**config.mk**
```make
export PLATFORM = sky130hd
export DESIGN_NAME = socks5_request_parser_unit_flat
export DESIGN_NICKNAME = d
export VERILOG_FILES = /design/src/srp_pkg.sv /design/src/srp_if.sv /design/src/socks5_request_parser_unit.sv /design/src/flat_wrapper.sv
export SDC_FILE = /design/constraint.sdc
export NUM_CORES = 1
export LEC_CHECK = 0
export ABC_CLOCK_PERIOD_IN_PS = 3400
export BUFFER_PORTS_ARGS = -buffer_cell sky130_fd_sc_hd__buf_2
export CORE_MARGIN = 2
export CORE_UTILIZATION = 55
export CTS_BUF_LIST = sky130_fd_sc_hd__clkbuf_8
export CTS_CLUSTER_SIZE = 10
export DETAILED_ROUTE_END_ITERATION = 16
export PLACE_DENSITY_LB_ADDON = 0.3
export SYNTH_ARGS = -nofsm -noshare
export SYNTH_HDL_FRONTEND = slang
export SYNTH_SLANG_ARGS = --single-unit
```
**constraint.sdc**
```tcl
create_clock -name clk -period 3.4 [get_ports clk]
set_input_delay 0.34 -clock clk [delete_from_list [all_inputs] [get_ports clk]]
set_output_delay 0.34 -clock clk [all_outputs]
set_load 0.01 [all_outputs]
```
**src/srp_pkg.sv**
```systemverilog
`timescale 1ns / 1ps

package srp_pkg;

    typedef logic [7:0] byte_t;
    typedef logic [2:0] status_t;
    typedef logic [15:0] port_t;

    // Result status codes
    localparam status_t ST_BUSY     = 3'd0;
    localparam status_t ST_DONE     = 3'd1;
    localparam status_t ST_BAD_VER  = 3'd2;
    localparam status_t ST_BAD_CMD  = 3'd3;
    localparam status_t ST_BAD_ATYP = 3'd4;
    localparam status_t ST_AFTER    = 3'd5;

    // Protocol constants
    localparam byte_t SOCKS_VERSION = 8'h05;
    localparam byte_t CMD_TCP_OUT   = 8'h01;
    localparam byte_t CMD_TCP_IN    = 8'h02;
    localparam byte_t CMD_UDP_ASSOC = 8'h03;
    localparam byte_t ATYP_IPV4     = 8'h01;
    localparam byte_t ATYP_DOMAIN   = 8'h03;
    localparam byte_t ATYP_IPV6     = 8'h04;
    localparam byte_t LEN_IPV4      = 8'd4;
    localparam byte_t LEN_IPV6      = 8'd16;

endpackage

```
**src/srp_if.sv**
```systemverilog
`timescale 1ns / 1ps

interface srp_req_if;
    import srp_pkg::*;

    logic  valid;
    logic  ready;
    logic  restart;
    byte_t data_byte;

    modport source (output valid, output restart, output data_byte, input ready);
    modport sink   (input valid, input restart, input data_byte, output ready);
endinterface

interface srp_res_if;
    import srp_pkg::*;

    logic    valid;
    logic    ready;
    status_t status;
    logic    addr_valid;
    byte_t   addr_byte;
    byte_t   addr_index;
    byte_t   command;
    byte_t   address_type;
    byte_t   address_length;
    port_t   dest_port;

    modport source (
        output valid, output status, output addr_valid, output addr_byte,
        output addr_index, output command, output address_type,
        output address_length, output dest_port, input ready
    );
    modport sink (
        input valid, input status, input addr_valid, input addr_byte,
        input addr_index, input command, input address_type,
        input address_length, input dest_port, output ready
    );
endinterface

```
**src/socks5_request_parser_unit.sv**
```systemverilog
`timescale 1ns / 1ps
// SOCKS5 request parser: one request byte in, one result word out.
// req carries restart and data_byte; restart=1 makes this byte the version
// byte of a fresh request. res carries, for every input word, the status
// (in progress, complete or an error code), the address byte with its index
// when the byte belongs to the address, and the captured command, address
// type, address length and destination port.
// Path: a word accepted on req passes the input register, then the result
// register, before it shows on res. Throughput: one byte per cycle while
// res is taken, set by the phase update between the two registers.
// Errors are sticky: once an error is reported, every later byte reports
// the same code until a word with restart=1 arrives.
// Reset: the parser expects a version byte, all captured fields read zero,
// and both pipeline registers are empty.
// Stall: when res is not taken, the result register holds; the input
// register holds behind it, and req.ready drops only once both are full.
module socks5_request_parser_unit (
    input  logic      clk,
    input  logic      rst_n,
    srp_req_if.sink   req,
    srp_res_if.source res
);
    import srp_pkg::*;

    localparam logic [3:0] PH_VER     = 4'd0;
    localparam logic [3:0] PH_CMD     = 4'd1;
    localparam logic [3:0] PH_RSV     = 4'd2;
    localparam logic [3:0] PH_ATYP    = 4'd3;
    localparam logic [3:0] PH_ADDR    = 4'd4;
    localparam logic [3:0] PH_DOMLEN  = 4'd5;
    localparam logic [3:0] PH_PORT_HI = 4'd6;
    localparam logic [3:0] PH_PORT_LO = 4'd7;
    localparam logic [3:0] PH_DONE    = 4'd8;
    localparam logic [3:0] PH_ERROR   = 4'd9;

    // Input register
    logic    in_valid_reg;
    logic    in_restart_reg;
    byte_t   in_byte_reg;

    // Parser state
    logic [3:0] phase_reg, phase_next;
    byte_t   cmd_reg, cmd_next;
    byte_t   atyp_reg, atyp_next;
    byte_t   len_reg, len_next;
    byte_t   count_reg, count_next;
    port_t   port_reg, port_next;
    status_t err_reg, err_next;

    // Result register
    logic    out_valid_reg;
    status_t status_reg, status_next;
    logic    av_reg, av_next;
    byte_t   ab_reg, ab_next;
    byte_t   ai_reg, ai_next;

    // Restart-adjusted view of the state
    logic [3:0] cur_phase;
    byte_t   cur_cmd, cur_atyp, cur_len, cur_count;
    port_t   cur_port;
    status_t cur_err;
    byte_t   count_inc;

    logic    out_open;
    logic    step;

    // Advance the result stage when it is empty or being drained.
    assign out_open  = !out_valid_reg || res.ready;
    assign step      = in_valid_reg && out_open;
    assign req.ready = !in_valid_reg || out_open;

    always_comb
    begin
        if (in_restart_reg)
        begin
            cur_phase = PH_VER;
            cur_cmd   = '0;
            cur_atyp  = '0;
            cur_len   = '0;
            cur_count = '0;
            cur_port  = '0;
            cur_err   = ST_BUSY;
        end
        else
        begin
            cur_phase = phase_reg;
            cur_cmd   = cmd_reg;
            cur_atyp  = atyp_reg;
            cur_len   = len_reg;
            cur_count = count_reg;
            cur_port  = port_reg;
            cur_err   = err_reg;
        end
        count_inc = cur_count + 8'd1;

        phase_next  = cur_phase;
        cmd_next    = cur_cmd;
        atyp_next   = cur_atyp;
        len_next    = cur_len;
        count_next  = cur_count;
        port_next   = cur_port;
        err_next    = cur_err;
        status_next = ST_BUSY;
        av_next     = 1'b0;
        ab_next     = '0;
        ai_next     = '0;

        case (cur_phase)
            PH_VER:
            begin
                if (in_byte_reg != SOCKS_VERSION)
                begin
                    status_next = ST_BAD_VER;
                    err_next    = ST_BAD_VER;
                    phase_next  = PH_ERROR;
                end
                else
                begin
                    phase_next = PH_CMD;
                end
            end
            PH_CMD:
            begin
                // Capture the command even when it is rejected.
                cmd_next = in_byte_reg;
                if (in_byte_reg inside {CMD_TCP_OUT, CMD_TCP_IN, CMD_UDP_ASSOC})
                begin
                    phase_next = PH_RSV;
                end
                else
                begin
                    status_next = ST_BAD_CMD;
                    err_next    = ST_BAD_CMD;
                    phase_next  = PH_ERROR;
                end
            end
            PH_RSV:
            begin
                phase_next = PH_ATYP;
            end
            PH_ATYP:
            begin
                atyp_next  = in_byte_reg;
                count_next = '0;
                case (in_byte_reg)
                    ATYP_IPV4:
                    begin
                        len_next   = LEN_IPV4;
                        phase_next = PH_ADDR;
                    end
                    ATYP_IPV6:
                    begin
                        len_next   = LEN_IPV6;
                        phase_next = PH_ADDR;
                    end
                    ATYP_DOMAIN:
                    begin
                        phase_next = PH_DOMLEN;
                    end
                    default:
                    begin
                        status_next = ST_BAD_ATYP;
                        err_next    = ST_BAD_ATYP;
                        phase_next  = PH_ERROR;
                    end
                endcase
            end
            PH_DOMLEN:
            begin
                len_next   = in_byte_reg;
                count_next = '0;
                // An empty domain name goes straight to the port.
                phase_next = (in_byte_reg == 8'd0) ? PH_PORT_HI : PH_ADDR;
            end
            PH_ADDR:
            begin
                av_next    = 1'b1;
                ab_next    = in_byte_reg;
                ai_next    = cur_count;
                count_next = count_inc;
                if (count_inc >= cur_len)
                begin
                    phase_next = PH_PORT_HI;
                end
            end
            PH_PORT_HI:
            begin
                port_next  = {in_byte_reg, 8'd0};
                phase_next = PH_PORT_LO;
            end
            PH_PORT_LO:
            begin
                port_next   = {cur_port[15:8], cur_port[7:0] | in_byte_reg};
                phase_next  = PH_DONE;
                status_next = ST_DONE;
            end
            PH_DONE:
            begin
                status_next = ST_AFTER;
                err_next    = ST_AFTER;
                phase_next  = PH_ERROR;
            end
            default:
            begin
                // Sticky error: repeat the stored code.
                phase_next  = PH_ERROR;
                status_next = cur_err;
            end
        endcase
    end

    // Input register: load on accept, drop once handed to the result stage.
    always_ff @(posedge clk or negedge rst_n)
    begin
        if (!rst_n)
        begin
            in_valid_reg <= 1'b0;
        end
        else if (req.ready)
        begin
            in_valid_reg <= req.valid;
        end
    end

    always_ff @(posedge clk)
    begin
        if (req.valid && req.ready)
        begin
            in_restart_reg <= req.restart;
            in_byte_reg    <= req.data_byte;
        end
    end

    // Parser state advances once per byte moved into the result register.
    always_ff @(posedge clk or negedge rst_n)
    begin
        if (!rst_n)
        begin
            phase_reg <= PH_VER;
            cmd_reg   <= '0;
            atyp_reg  <= '0;
            len_reg   <= '0;
            count_reg <= '0;
            port_reg  <= '0;
            err_reg   <= ST_BUSY;
        end
        else if (step)
        begin
            phase_reg <= phase_next;
            cmd_reg   <= cmd_next;
            atyp_reg  <= atyp_next;
            len_reg   <= len_next;
            count_reg <= count_next;
            port_reg  <= port_next;
            err_reg   <= err_next;
        end
    end

    always_ff @(posedge clk or negedge rst_n)
    begin
        if (!rst_n)
        begin
            out_valid_reg <= 1'b0;
        end
        else if (out_open)
        begin
            out_valid_reg <= in_valid_reg;
        end
    end

    // Per-byte result fields; captured fields come from the state registers.
    always_ff @(posedge clk)
    begin
        if (step)
        begin
            status_reg <= status_next;
            av_reg     <= av_next;
            ab_reg     <= ab_next;
            ai_reg     <= ai_next;
        end
    end

    assign res.valid          = out_valid_reg;
    assign res.status         = status_reg;
    assign res.addr_valid     = av_reg;
    assign res.addr_byte      = ab_reg;
    assign res.addr_index     = ai_reg;
    assign res.command        = cmd_reg;
    assign res.address_type   = atyp_reg;
    assign res.address_length = len_reg;
    assign res.dest_port      = port_reg;

endmodule

```
**src/flat_wrapper.sv**
```systemverilog
// flat-port wrapper written by rule: the top's interface ports become plain ports
module socks5_request_parser_unit_flat import srp_pkg::*;
  (clk, rst_n, req_valid, req_restart, req_data_byte, req_ready, res_valid, res_status, res_addr_valid, res_addr_byte, res_addr_index, res_command, res_address_type, res_address_length, res_dest_port, res_ready);
  srp_req_if req_i ();
  srp_res_if res_i ();
  input  logic clk;
  input  logic rst_n;
  input wire logic [$bits(req_i.valid)-1:0] req_valid;
  input wire logic [$bits(req_i.restart)-1:0] req_restart;
  input wire logic [$bits(req_i.data_byte)-1:0] req_data_byte;
  output wire logic [$bits(req_i.ready)-1:0] req_ready;
  output wire logic [$bits(res_i.valid)-1:0] res_valid;
  output wire logic [$bits(res_i.status)-1:0] res_status;
  output wire logic [$bits(res_i.addr_valid)-1:0] res_addr_valid;
  output wire logic [$bits(res_i.addr_byte)-1:0] res_addr_byte;
  output wire logic [$bits(res_i.addr_index)-1:0] res_addr_index;
  output wire logic [$bits(res_i.command)-1:0] res_command;
  output wire logic [$bits(res_i.address_type)-1:0] res_address_type;
  output wire logic [$bits(res_i.address_length)-1:0] res_address_length;
  output wire logic [$bits(res_i.dest_port)-1:0] res_dest_port;
  input wire logic [$bits(res_i.ready)-1:0] res_ready;
  assign req_i.valid = req_valid;
  assign req_i.restart = req_restart;
  assign req_i.data_byte = req_data_byte;
  assign req_ready = req_i.ready;
  assign res_valid = res_i.valid;
  assign res_status = res_i.status;
  assign res_addr_valid = res_i.addr_valid;
  assign res_addr_byte = res_i.addr_byte;
  assign res_addr_index = res_i.addr_index;
  assign res_command = res_i.command;
  assign res_address_type = res_i.address_type;
  assign res_address_length = res_i.address_length;
  assign res_dest_port = res_i.dest_port;
  assign res_i.ready = res_ready;
  socks5_request_parser_unit u_core (.clk(clk), .rst_n(rst_n), .req(req_i), .res(res_i));
endmodule
```
## Word-level counts from Yosys, hierarchy flattened

Index checks and enable logic that the tools add are counted.

- Word-level logic and storage cells: 75
- Register bits after elaboration: 86
- Memory bits (read-only): 0
- Bits of input ports: 13
- Latch bits: 0
- Output and inout bits: 62
- Memories: 0
- Memory bits (writable): 0

- $mul: 0
- $lt $le $gt $ge: 1
- Bitwise operators: 1
- Add/sub/neg operators: 1
- Shift-type cells: 0
- Reductions and logical operators: 17
- Div/mod/pow operators: 0
- Equality and inequality tests: 13
- Muxes and demuxes: 27

Operators by type and width:

| kind | number |
|---|---|
| $pmux 8 s2 | 3 |
| $mux 8 | 5 |
| $pmux 16 s2 | 1 |
| $pmux 4 s8 | 1 |
| $pmux 3 s6 | 1 |
| $eq 4x3->1 const B | 4 |
| $eq 8x2->1 const B | 2 |
| $mux 16 | 1 |
| $mux 4 | 4 |
| $mux 3 | 5 |
| $pmux 3 s4 | 1 |
| $add 8x1->8 const B | 1 |
| $eq 4x2->1 const B | 2 |
| $eq 8x1->1 const B | 1 |
| $eq 8x3->1 const B | 1 |
| $ge 8x8->1 | 1 |
| $logic_not 8->1 | 1 |
| $ne 8x3->1 const B | 1 |
| $or 8x8->8 | 1 |
| $pmux 4 s2 | 1 |
| $mux 2 | 3 |
| $eq 4x1->1 const B | 1 |
| $eq 4x4->1 const B | 1 |
| $logic_not 4->1 | 1 |
| other kinds (10) | 16 |

## Logic depth before layout (Yosys ltp)

Gate-level depths: netlist of run 1.

- Depth after elaboration: 5
- Depth in mapped cells: 11
- Gate-level depth less buffers: 10

## Worst setup path before layout of run 1

No wires, ideal clock.

- Kind: register to register
- Start point: register u_core.in_restart_reg
- End point: register u_core.phase_reg[1]
- Path slack: 0.772 ns
- Required time: 3.269 ns
- Setup time: 0.131 ns
- Stages on the path, launching flop included: 12
- Path buffers: 1
- Arrival time: 2.496 ns
- Clock period less this slack: 2.628 ns
- Cells stage by stage: edfxtp_1 > clkbuf_1 > nor2b_1 > ha_1 > nand4b_1 > or3_1 > a21oi_1 > ha_1 > nand2_1 > o211ai_1 > a221oi_1 > a31oi_1

- Longest elaborated chain between the ends: 5
- Elaborated cells between the ends (all ways): 15
- Those cells by class: add/sub (1); order compare (1); eq/ne (7); mux (5); reduce/logical (1)

Ends and longest elaborated chain:

| element | line | RTL |
|---|---|---|
| start, declared | socks5_request_parser_unit.sv:38 | `logic in_restart_reg;` |
| start signal, assigned | socks5_request_parser_unit.sv:229 | `in_restart_reg <= req.restart;` |
| $mux 8 | socks5_request_parser_unit.sv:74 | `if (in_restart_reg)` |
| net u_core.cur_count[0] | socks5_request_parser_unit.sv:59 | `byte_t cur_cmd, cur_atyp, cur_len, cur_count;` |
| $add 8x1->8 | socks5_request_parser_unit.sv:94 | `count_inc = cur_count + 8'd1;` |
| $ge 8x8->1 | socks5_request_parser_unit.sv:181 | `if (count_inc >= cur_len)` |
| $mux 4 | socks5_request_parser_unit.sv:181 |  |
| $pmux 4 s8 | socks5_request_parser_unit.sv:108 | `case (cur_phase)` |
| end signal, assigned | socks5_request_parser_unit.sv:249 | `phase_reg <= phase_next;` |
| end, declared | socks5_request_parser_unit.sv:42 | `logic [3:0] phase_reg, phase_next;` |

The timed path passes the listed nets, and every way through them passes these cells.
A chain may end at the register's enable or synchronous reset.

## Worst setup path after layout of run 1

Ends and elaborated chain as after synthesis.

==> results of run 1 <==
worst paths after layout:
check                                       from                       to  slack [ps]  depth (start not counted)
hold reg to reg            u_core.res.command[4]    u_core.res.command[4]         500                          1
setup reg to reg           u_core.in_restart_reg      u_core.phase_reg[1]         740                         10
max in group asynchronous                  rst_n  u_core.res.dest_port[0]        2060                          3
hold / removal                  req_data_byte[4]    u_core.in_byte_reg[4]         150                          1
min in group asynchronous                  rst_n      u_core.count_reg[2]         510                          2
setup / recovery           u_core.in_restart_reg      u_core.phase_reg[1]         740                         10
final cells by class:
class                   count  area [µm²]  area share
flip-flops and latches     86        2300       0.479
multi-input cells         262        1730       0.361
well taps                  99         124      0.0258
repair buffers             81         425      0.0887
inverters                   7        26.3     0.00548
clock buffers               9         124      0.0258
clock inverters             7        70.1      0.0146
cell families after synthesis:
group | count (synthesis)
flip-flops | 86
multiplexers | 2
buffers and inverters | 31
adder cells (fa/ha/maj) | 9
AND/OR/NAND/NOR | 135
XOR/XNOR | 7
AO/OA/AOI/OAI | 109
critical path, cell delays in order (launching register included):
cell and delay, ps:
edfxtp_1 450, nor2b_1 220, ha_1 260, nand4b_1 220, or3_1 410, a21oi_1 210
ha_1 270, nand2_1 60, o211ai_1 100, a221oi_1 240, a31oi_1 110
per-stage QoR:
step / worst slack, ps / total power [mW] / hold WS (ps) / instance area, µm² / instances
2_1_floorplan: 772 / 1.72 / 44.4 / 4150 / 379
3_3_place_gp: 859 / 1.93 / 366 / 4590 / 534
3_5_place_dp: 756 / 1.95 / 372 / 4590 / 534
4_1_cts: 741 / 2.65 / 147 / 4800 / 551
5_1_grt: 485 / 2.79 / 145 / 4800 / 551
6_report: 737 / 2.65 / 150 / 4800 / 551
per-layer routing:
layer	global-route usage	vias to the layer above	wire (µm)
li1	-	1547	-
met1	0.394	1602	4530
met2	0.363	201	4410
met3	0.0484	24	872
met4	0.0985	0	184
met5	0	-	0
power by group:
part           total [mW]  internal (mW)  leakage (nW)  switching [mW]
logic               0.578          0.246          1.01           0.332
registers            1.36           1.21          1.04           0.154
clock network       0.712          0.342         0.104           0.371
total                2.65           1.80          2.16           0.856
what timing repair did:
item                                    4_1_cts  5_1_grt
resized for setup                             0        0
endpoints found under the setup margin        0        0
endpoints found under the hold margin        23        0
hold buffers                                  1        0
Yosys cell counts, types with 2 or more instances:
| master | instances | area, µm² |
|---|---|---|
| nor4_1 | 7 | 43.8 |
| nand3_1 | 6 | 30.0 |
| a21oi_1 | 14 | 70.1 |
| nand2_1 | 21 | 78.8 |
| and2_1 | 14 | 87.6 |
| a22oi_1 | 8 | 60.1 |
| o21ai_0 | 16 | 80.1 |
| clkbuf_1 | 21 | 78.8 |
| o41ai_1 | 2 | 17.5 |
| nand2b_1 | 22 | 138 |
| nand3b_1 | 2 | 15.0 |
| or3_1 | 3 | 18.8 |
| a22o_1 | 36 | 315 |
| o31ai_1 | 2 | 15.0 |
| or4_1 | 4 | 30.0 |
| a31oi_1 | 6 | 37.5 |
| nor2_1 | 24 | 90.1 |
| inv_1 | 7 | 26.3 |
| xor2_1 | 3 | 26.3 |
| nor2b_1 | 8 | 50.1 |
| dfrtp_1 | 57 | 1430 |
| nor3_1 | 11 | 55.1 |
| ha_1 | 9 | 113 |
| xnor2_1 | 4 | 35.0 |
| edfxtp_1 | 29 | 871 |
| and3_1 | 2 | 12.5 |
| buf_2 | 2 | 10.0 |
| or2_2 | 3 | 18.8 |
| o211ai_1 | 4 | 30.0 |
| o21ai_1 | 3 | 15.0 |
==> impl_metrics.csv, run 1 <==
group,metric,value,unit
timing,min_period,2660,ps
timing,rsz0062_at_grt,"false",
finish,nFillCells,630,
synthesis,async_reset_ff_frac,0.663,
synthesis,synth_area,0.00415,mm²
floorplan,io_pins,75,
setup_path,crit_fanout,5,
finish,post-route-util,0.658,
finish,layout-drive-gt1-share,0.232,
synthesis,ys.flop_type,"dfrtp_1",
global_routing,grt_max_degree,42,
routing,num_vias,3374,
timing,max-slew-margin-rel,0.275,
worst_hold_path,hold_path.class,"in2reg",
synthesis,synthesis.instances,379,
clock_tree,cts_tree,"done",
setup_path,setup.worst_path.end_class,"flip-flop",
finish,n_antenna_cell,0,
routing,drt_iter0_drc,499,
routing,routed_wl,9.99,mm
setup_path,critical_path_class,"reg2reg",
global_routing,gr-total-overflow,0,
routing,post_drt_wl_per_cell,18.1,µm
finish,largest_register_ffs,16,
pwr,ir_drop,0.321,mV
finish,final_common_cell,"buf_2",
synthesis,synth_edf_count,29,
clock_tree,cts_setup_buffers,0,
timing,setup_tns,0,ps
global_routing,antenna_found_initial,0,
floorplan,die_w,90.8,µm
clock_tree,clock_latency,360,ps
pwr,cellLeakagePower,2.16,nW
synthesis,synth_simple_gate_area_frac,0.177,
synthesis,muxShareOfSynthArea,0.00513,
clock_tree,clockRootBuffer,"clkbuf_8",
timing,setup_violations,0,
clock_tree,cts_buffer_depth,2,
run,maxCapViolCount,0,
finish,syn_to_final_growth,15.7,%
clock_tree,h-tree-depth,3,
timing,drv_slew,0,
clock_tree,numCtsBuffers,9,
timing,hold_viol_final,0,
global_routing,grt_pass1_vias,3181,
synthesis,synth_compound_area_frac,0.193,
placement,port_buffers,74,
placement,dp_hpwl,6.64,mm
floorplan,dieHeight,90.8,µm
setup_path,worstPathRequired,3640,ps
global_routing,grt_pass1_wl,16.7,mm
setup_path,start_kind,"flip-flop",
floorplan,initial_utilization,0.569,
clock_tree,clock-sinks,86,
timing,finClkSkew,10.0,ps
clock_tree,clk_pin_slew_worst_paths,90,ps
synthesis,synth_area_per_cell,10.9,µm²
synthesis,synthAdderAreaFrac,0.0272,
timing,tightest_slew,1080,ps
synthesis,ys_types,59,
synthesis,yosys_warnings,0,
global_routing,grt_use_total,0.257,
floorplan,row_count,31,
routing,final_antenna_net_count,0,
finish,final_cell_mix,"buf_2 (74), dfrtp_1 (57), a22o_1 (36)",
routing,vias_per_cell,6.12,
finish,nNetsFinal,469,
synthesis,syn_nets,401,
synthesis,synth_top_family_by_area,"compound AO/OA/AOI/OAI gates",
routing,drc,0,
floorplan,die_area,0.00825,mm²
setup_path,arrival,2900,ps
synthesis,synth_xor_area_frac,0.0148,
synthesis,ys_seq_elements,86,
placement,place.gp.congestion,0.898,
routing,drt-pass1-iter-count,6,
timing,max_freq,376,MHz
synthesis,ys_seq_area_frac,0.554,
outcome,status,"finished, final reports clean",
floorplan,coreArea,0.00729,mm²
pwr,cellPowerDensity,553,mW/mm²
timing,finalCritPeriodShare,0.783,
Power figures use the tool's default switching activity.
==> run 2: changes to the inputs <==
ABC_CLOCK_PERIOD_IN_PS = 2200   (was 3400)
CORE_UTILIZATION = 52   (was 55)
clock period = 2.2 ns   (was 3.4 ns; I/O delays follow)
==> run 2 against run 1 <==
Compared with the run above: the run now ends with setup timing left; count of clock-buffer cells in the layout rose by 1; first-iteration DRC count fell by 17%; utilization rose by 2.2 points; flip-flop and latch count did not move; sequential share of layout area fell by 4.2 points; non-clock buffer count rose by 44; hold slack got worse by 120 ps; clock power rose by 78%; combinational power rose by 85%; critical path type unchanged.
==> impl_metrics.csv, run 2 (synthesis gave the netlist of run 1 again) <==
group,metric,value,unit
routing,vias_per_cell,6.03,
timing,finClkSkew,11.1,ps
setup_path,crit_chain,"nor2b_4 -> ha_4 -> nand4b_1 -> buf_4 -> buf_4 -> xor2_1 -> ha_1 -> nand4_1 -> or4_1 -> a31oi_1",
finish,largest_register_ffs,16,
global_routing,grt_pass1_wl,17.8,mm
setup_path,worstSetupStartpoint,"u_core.in_restart_reg",
floorplan,die_area,0.00870,mm²
clock_tree,clockRootBuffer,"clkbuf_8",
finish,nNetsFinal,513,
global_routing,grt_pass1_vias,3362,
routing,drt_iter0_drc,412,
clock_tree,clock_latency,360,ps
timing,rsz0062_at_grt,"true",
setup_path,start_kind,"flip-flop",
timing,finalWorstSetupSlack,-253,ps
floorplan,row_count,32,
outcome,status,"finished with violations",
routing,drc,0,
global_routing,gr-total-overflow,0,
routing,num_vias,3603,
timing,setup_violations,1,
finish,layout-drive-gt1-share,0.323,
floorplan,coreArea,0.00773,mm²
floorplan,initial_utilization,0.537,
run,maxCapViolCount,0,
setup_path,crit-reg2reg-launch,"u_core.in_restart_reg",
global_routing,grt-busiest-layer,"met1",
pwr,p_int,3.00,mW
floorplan,io_pins,75,
finish,nFillCells,603,
setup_path,critical_path_class,"reg2reg",
clock_tree,clock-sinks,86,
pwr,ir_drop,0.457,mV
timing,hold_viol_final,0,
timing,min_period,2450,ps
routing,post_drt_wl_per_cell,18.5,µm
global_routing,grt_use_total,0.268,
finish,syn_to_final_growth,26.7,%
setup_path,critical-path-slowest-cell,"edfxtp_1",
clock_tree,h-tree-depth,3,
global_routing,antenna_found_initial,0,
floorplan,dieHeight,93.3,µm
timing,max-slew-margin-rel,0.292,
setup_path,r2r_slack,-250,ps
setup_path,crit_fanout,6,
pwr,p_seq_frac,0.466,
placement,port_buffers,74,
pwr,cellLeakagePower,2.40,nW
outcome,violations,"setup timing",
global_routing,grtUsageMet1,0.409,
worst_hold_path,worstHoldStart,"req_data_byte[5]",
finish,final_cell_mix,"buf_2 (74), dfrtp_1 (57), buf_4 (48)",
finish,post-route-util,0.680,
timing,finalCritPeriodShare,1.11,
global_routing,grtUsageMet3,0.0411,
timing,tightest_slew,1060,ps
timing,max_freq,408,MHz
pwr,combPwrFrac,0.244,
routing,final_antenna_net_count,0,
finish,final_common_cell,"buf_2",
setup_path,worstPathRequired,2490,ps
setup_path,crit_top_cell,"buf_4",
timing,drv_slew,0,
clock_tree,clk_pin_slew_worst_paths,90,ps
setup_path,slowest_delay,530,ps
floorplan,die_w,93.3,µm
worst_hold_path,hold_path.class,"in2reg",
clock_tree,cts_tree,"done",
setup_path,crit_family,"simple AND/OR/NAND/NOR gates",
timing,setup_tns,-253,ps
placement,place.gp.congestion,0.956,
global_routing,grt_max_degree,32,
finish,n_antenna_cell,0,
setup_path,arrival,2740,ps
pwr,switchingPower,1.38,mW
placement,dp_hpwl,7.78,mm
routing,drt-pass1-iter-count,5,
clock_tree,cts_buffer_depth,2,
setup_path,crit_buf_inv,2,
pwr,p_clk_frac,0.290,
routing,routed_wl,11.1,mm
placement,dp.cells,575,
finish,finalNonFillerCells,598,
global_routing,grt.met2_usage,0.390,
clock_tree,numCtsBuffers,9,
pwr,switching_share,0.314,
setup_path,setup.worst_path.end_class,"flip-flop",
pwr,cellPowerDensity,834,mW/mm²
==> run 2: cell count changes in the layout (fill, tap and decap cells not counted), sizes merged <==
cell | before | now
buf | 80 | 124
bufinv | 1 | 2
clkbuf | 9 | 10
clkinv | 3 | 2
inv | 10 | 9
==> run 2: power by group through the flow <==
stage	clock, mW	combinational (mW)	sequential, mW
after floorplan	0	0.561	2.11
after global placement	0	1.02	2.06
after detailed placement	0	1.04	2.07
after CTS	1.28	1.05	2.04
after global routing	1.34	1.18	2.06
final	1.27	1.07	2.04
==> run 2: worst register-to-register path, stage by stage, from the launching register on <==
cell and delay (ps):
edfxtp_1 530, nor2b_4 190, ha_4 150, nand4b_1 120
buf_4 160, buf_4 140, xor2_1 160, ha_1 280
nand4_1 80, or4_1 410, a31oi_1 170
==> run 2: layout make-up <==
class	instances	area (µm²)	share of cell area
multi-input cells	262	1800	0.342
clock buffers	10	138	0.0262
repair buffers	125	776	0.148
well taps	102	128	0.0243
inverters	7	26.3	0.00500
flip-flops and latches	86	2300	0.437
clock inverters	6	92.6	0.0176
==> run 2: path summary, 6_finish.rpt <==
check,end,depth (start not counted)
worst max-delay path,u_core.phase_reg[1],10
worst min-delay path,u_core.in_byte_reg[5],1
worst max register to register,u_core.phase_reg[1],10
worst min register to register,u_core.res.dest_port[4],1
max in group asynchronous,u_core.err_reg[1],3
min in group asynchronous,u_core.res.address_length[1],2
==> run 2: per-layer routing <==
metal,vias to the layer above,part of all wire
li1,1646,-
met1,1715,0.44
met5,-,0
met4,0,0.021
met2,215,0.44
met3,27,0.090
==> run 2: what timing repair did <==
action | CTS | global route
endpoints found under the setup margin | 1 | 34
buffers inserted | 4 | 3
hold buffers | 1 | 0
endpoints found under the hold margin | 13 | 0
resized for setup | 3 | 8
pin swaps | 8 | 3
==> run 2: stage by stage <==
stage	power, mW	area [µm²]	hold WS (ps)	worst slack, ps
after floorplan	2.67	4190	-75.6	-261
after global placement	3.09	4920	150	-129
after detailed placement	3.11	4920	165	-210
after CTS	4.36	5200	22.9	-222
after global routing	4.57	5250	21.8	-392
final	4.38	5250	29.3	-253
==> run 3: changes to the inputs <==
CELL_PAD_IN_SITES_DETAIL_PLACEMENT = 0   (was default)
CELL_PAD_IN_SITES_GLOBAL_PLACEMENT = 1   (was default)
CORE_UTILIZATION = 41   (was 52)
==> run 3 against run 2 <==
Compared with the run above: the flow still finishes with violations (setup timing); non-clock buffer count is 3 higher; count of clock-buffer cells in the layout stayed put; combinational power hardly changed; die area is 26% higher; cell count is 5.7% higher; clock skew is 6.6 ps higher; hold slack worse by 21 ps; sequential power hardly changed; fmax is 1.6% higher; wire length is 1.2% higher; setup slack better by 38 ps; largest power group unchanged.
==> impl_metrics.csv, run 3 (synthesis gave the netlist of run 1 again) <==
group,metric,value,unit
clock_tree,clock-sinks,86,
setup_path,start_kind,"flip-flop",
global_routing,gr-total-overflow,0,
timing,drv_slew,0,
finish,nNetsFinal,516,
global_routing,grt_pass1_vias,3451,
routing,routed_wl,11.2,mm
setup_path,crit_fanout,5,
floorplan,dieHeight,105,µm
worst_hold_path,hold_path.class,"in2async",
pwr,switching_share,0.326,
placement,place_ws,-284,ps
global_routing,antenna_found_initial,0,
routing,final_antenna_net_count,0,
routing,num_vias,3526,
finish,layout-drive-gt1-share,0.329,
finish,final_common_cell,"buf_2",
clock_tree,cts_buffer_depth,2,
finish,largest_register_ffs,16,
pwr,p_clk_frac,0.277,
pwr,combPwrFrac,0.252,
timing,finalWorstSetupSlack,-215,ps
timing,setup_tns,-215,ps
timing,min_period,2420,ps
run,maxCapViolCount,0,
routing,vias_per_cell,5.58,
floorplan,io_pins,75,
pwr,ir_drop,0.414,mV
setup_path,critical_path_class,"reg2reg",
setup_path,setup.worst_path.end_class,"flip-flop",
routing,drc,0,
clock_tree,h-tree-depth,3,
pwr,cellPowerDensity,817,mW/mm²
setup_path,worstPathRequired,2470,ps
outcome,status,"finished with violations",
finish,n_antenna_cell,0,
finish,syn_to_final_growth,27.7,%
placement,place.gp.congestion,0.894,
placement,dp_hpwl,7.82,mm
routing,drt-pass1-iter-count,5,
pwr,cellLeakagePower,2.40,nW
global_routing,grt_use_total,0.208,
outcome,violations,"setup timing",
timing,setup_violations,1,
floorplan,die_area,0.0109,mm²
timing,tightest_slew,744,ps
setup_path,crit-reg2reg-launch,"u_core.in_restart_reg",
timing,finalCritPeriodShare,1.10,
clock_tree,cts_tree,"done",
clock_tree,clockRootBuffer,"clkbuf_8",
timing,rsz0062_at_grt,"true",
global_routing,grt_max_degree,58,
routing,drt_iter0_drc,245,
floorplan,initial_utilization,0.424,
floorplan,coreArea,0.00977,mm²
timing,max_freq,414,MHz
setup_path,arrival,2690,ps
setup_path,worstSetupStartpoint,"u_core.in_restart_reg",
clock_tree,clock_latency,360,ps
floorplan,row_count,36,
clock_tree,numCtsBuffers,9,
placement,port_buffers,74,
floorplan,die_w,105,µm
pwr,switchingPower,1.41,mW
global_routing,grt_pass1_wl,17.9,mm
pwr,p_int,2.91,mW
timing,hold_viol_final,0,
routing,post_drt_wl_per_cell,17.7,µm
finish,final_cell_mix,"buf_2 (74), dfrtp_1 (57), buf_4 (54)",
pwr,p_seq_frac,0.471,
timing,finClkSkew,17.7,ps
clock_tree,clk_pin_slew_worst_paths,100,ps
timing,max-slew-margin-rel,0.504,
run 3: cell count changes in the layout (fill, tap and decap cells not counted), sizes merged:
cell and change:
clkinv -2, buf +4, inv +2, bufinv -1, dlygate4sd3 -1, clkinvlp +1
run 3: worst max-delay path, cell delays in order (launching register included):
cell      delay (ps)
edfxtp_1         530
nor2b_4          190
ha_4             150
nand4b_1         150
or3_4            370
a21oi_4          160
ha_4             140
nand4_1           60
or4_1            410
a31oi_1          170
run 3: worst paths after layout:
path	slack, ps	end	cells after the start
worst max register to register	-220	u_core.phase_reg[1]	9
worst min register to register	500	u_core.res.address_type[6]	1
worst max-delay path	-220	u_core.phase_reg[1]	9
min in group clk	30	u_core.in_byte_reg[2]	1
max in group asynchronous	1710	u_core.res.address_length[7]	2
worst min-delay path	8	u_core.count_reg[4]	2
run 3: per-layer routing:
layer	up-vias	wire [µm]	track usage
met2	122	5250	0.329
met4	0	239	0.0666
met3	23	532	0.0281
li1	1651	-	-
met5	-	0	0
met1	1730	5180	0.296
run 3: cell type report:
class | count | area, µm²
flip-flops and latches | 86 | 2300
fillers | 883 | 4480
multi-input cells | 262 | 1820
clock inverters | 6 | 68.8
well taps | 133 | 166
inverters | 7 | 30.0
repair buffers | 128 | 776
clock buffers | 10 | 138
run 3: stage by stage:
step	total power, mW	utilization	hold WS (ps)	instances	instance area (µm²)
after CTS	4.32	0.536	26.3	632	5240
after detailed placement	3.14	0.513	398	615	5020
after global placement	3.12	0.513	396	615	5020
after global routing	4.55	0.542	17.9	632	5290
final	4.32	0.542	8.04	632	5290
after floorplan	2.67	-	-75.6	379	4190
run 3: repair_timing:
item | 4_1_cts | 5_1_grt
buffers inserted | 1 | 0
pin swaps | 3 | 2
hold buffers | 0 | 0
gates cloned | 0 | 0
setup endpoints to repair | 2 | 42
endpoints found under the hold margin | 0 | 0
resized for setup | 1 | 10
run 3: power groups by stage:
stage,Clock (mW),Combinational (mW),Sequential [mW]
after floorplan,0,0.561,2.11
after global routing,1.28,1.20,2.07
after global placement,0,1.06,2.06
after detailed placement,0,1.07,2.07
final,1.20,1.09,2.04
after CTS,1.21,1.08,2.03
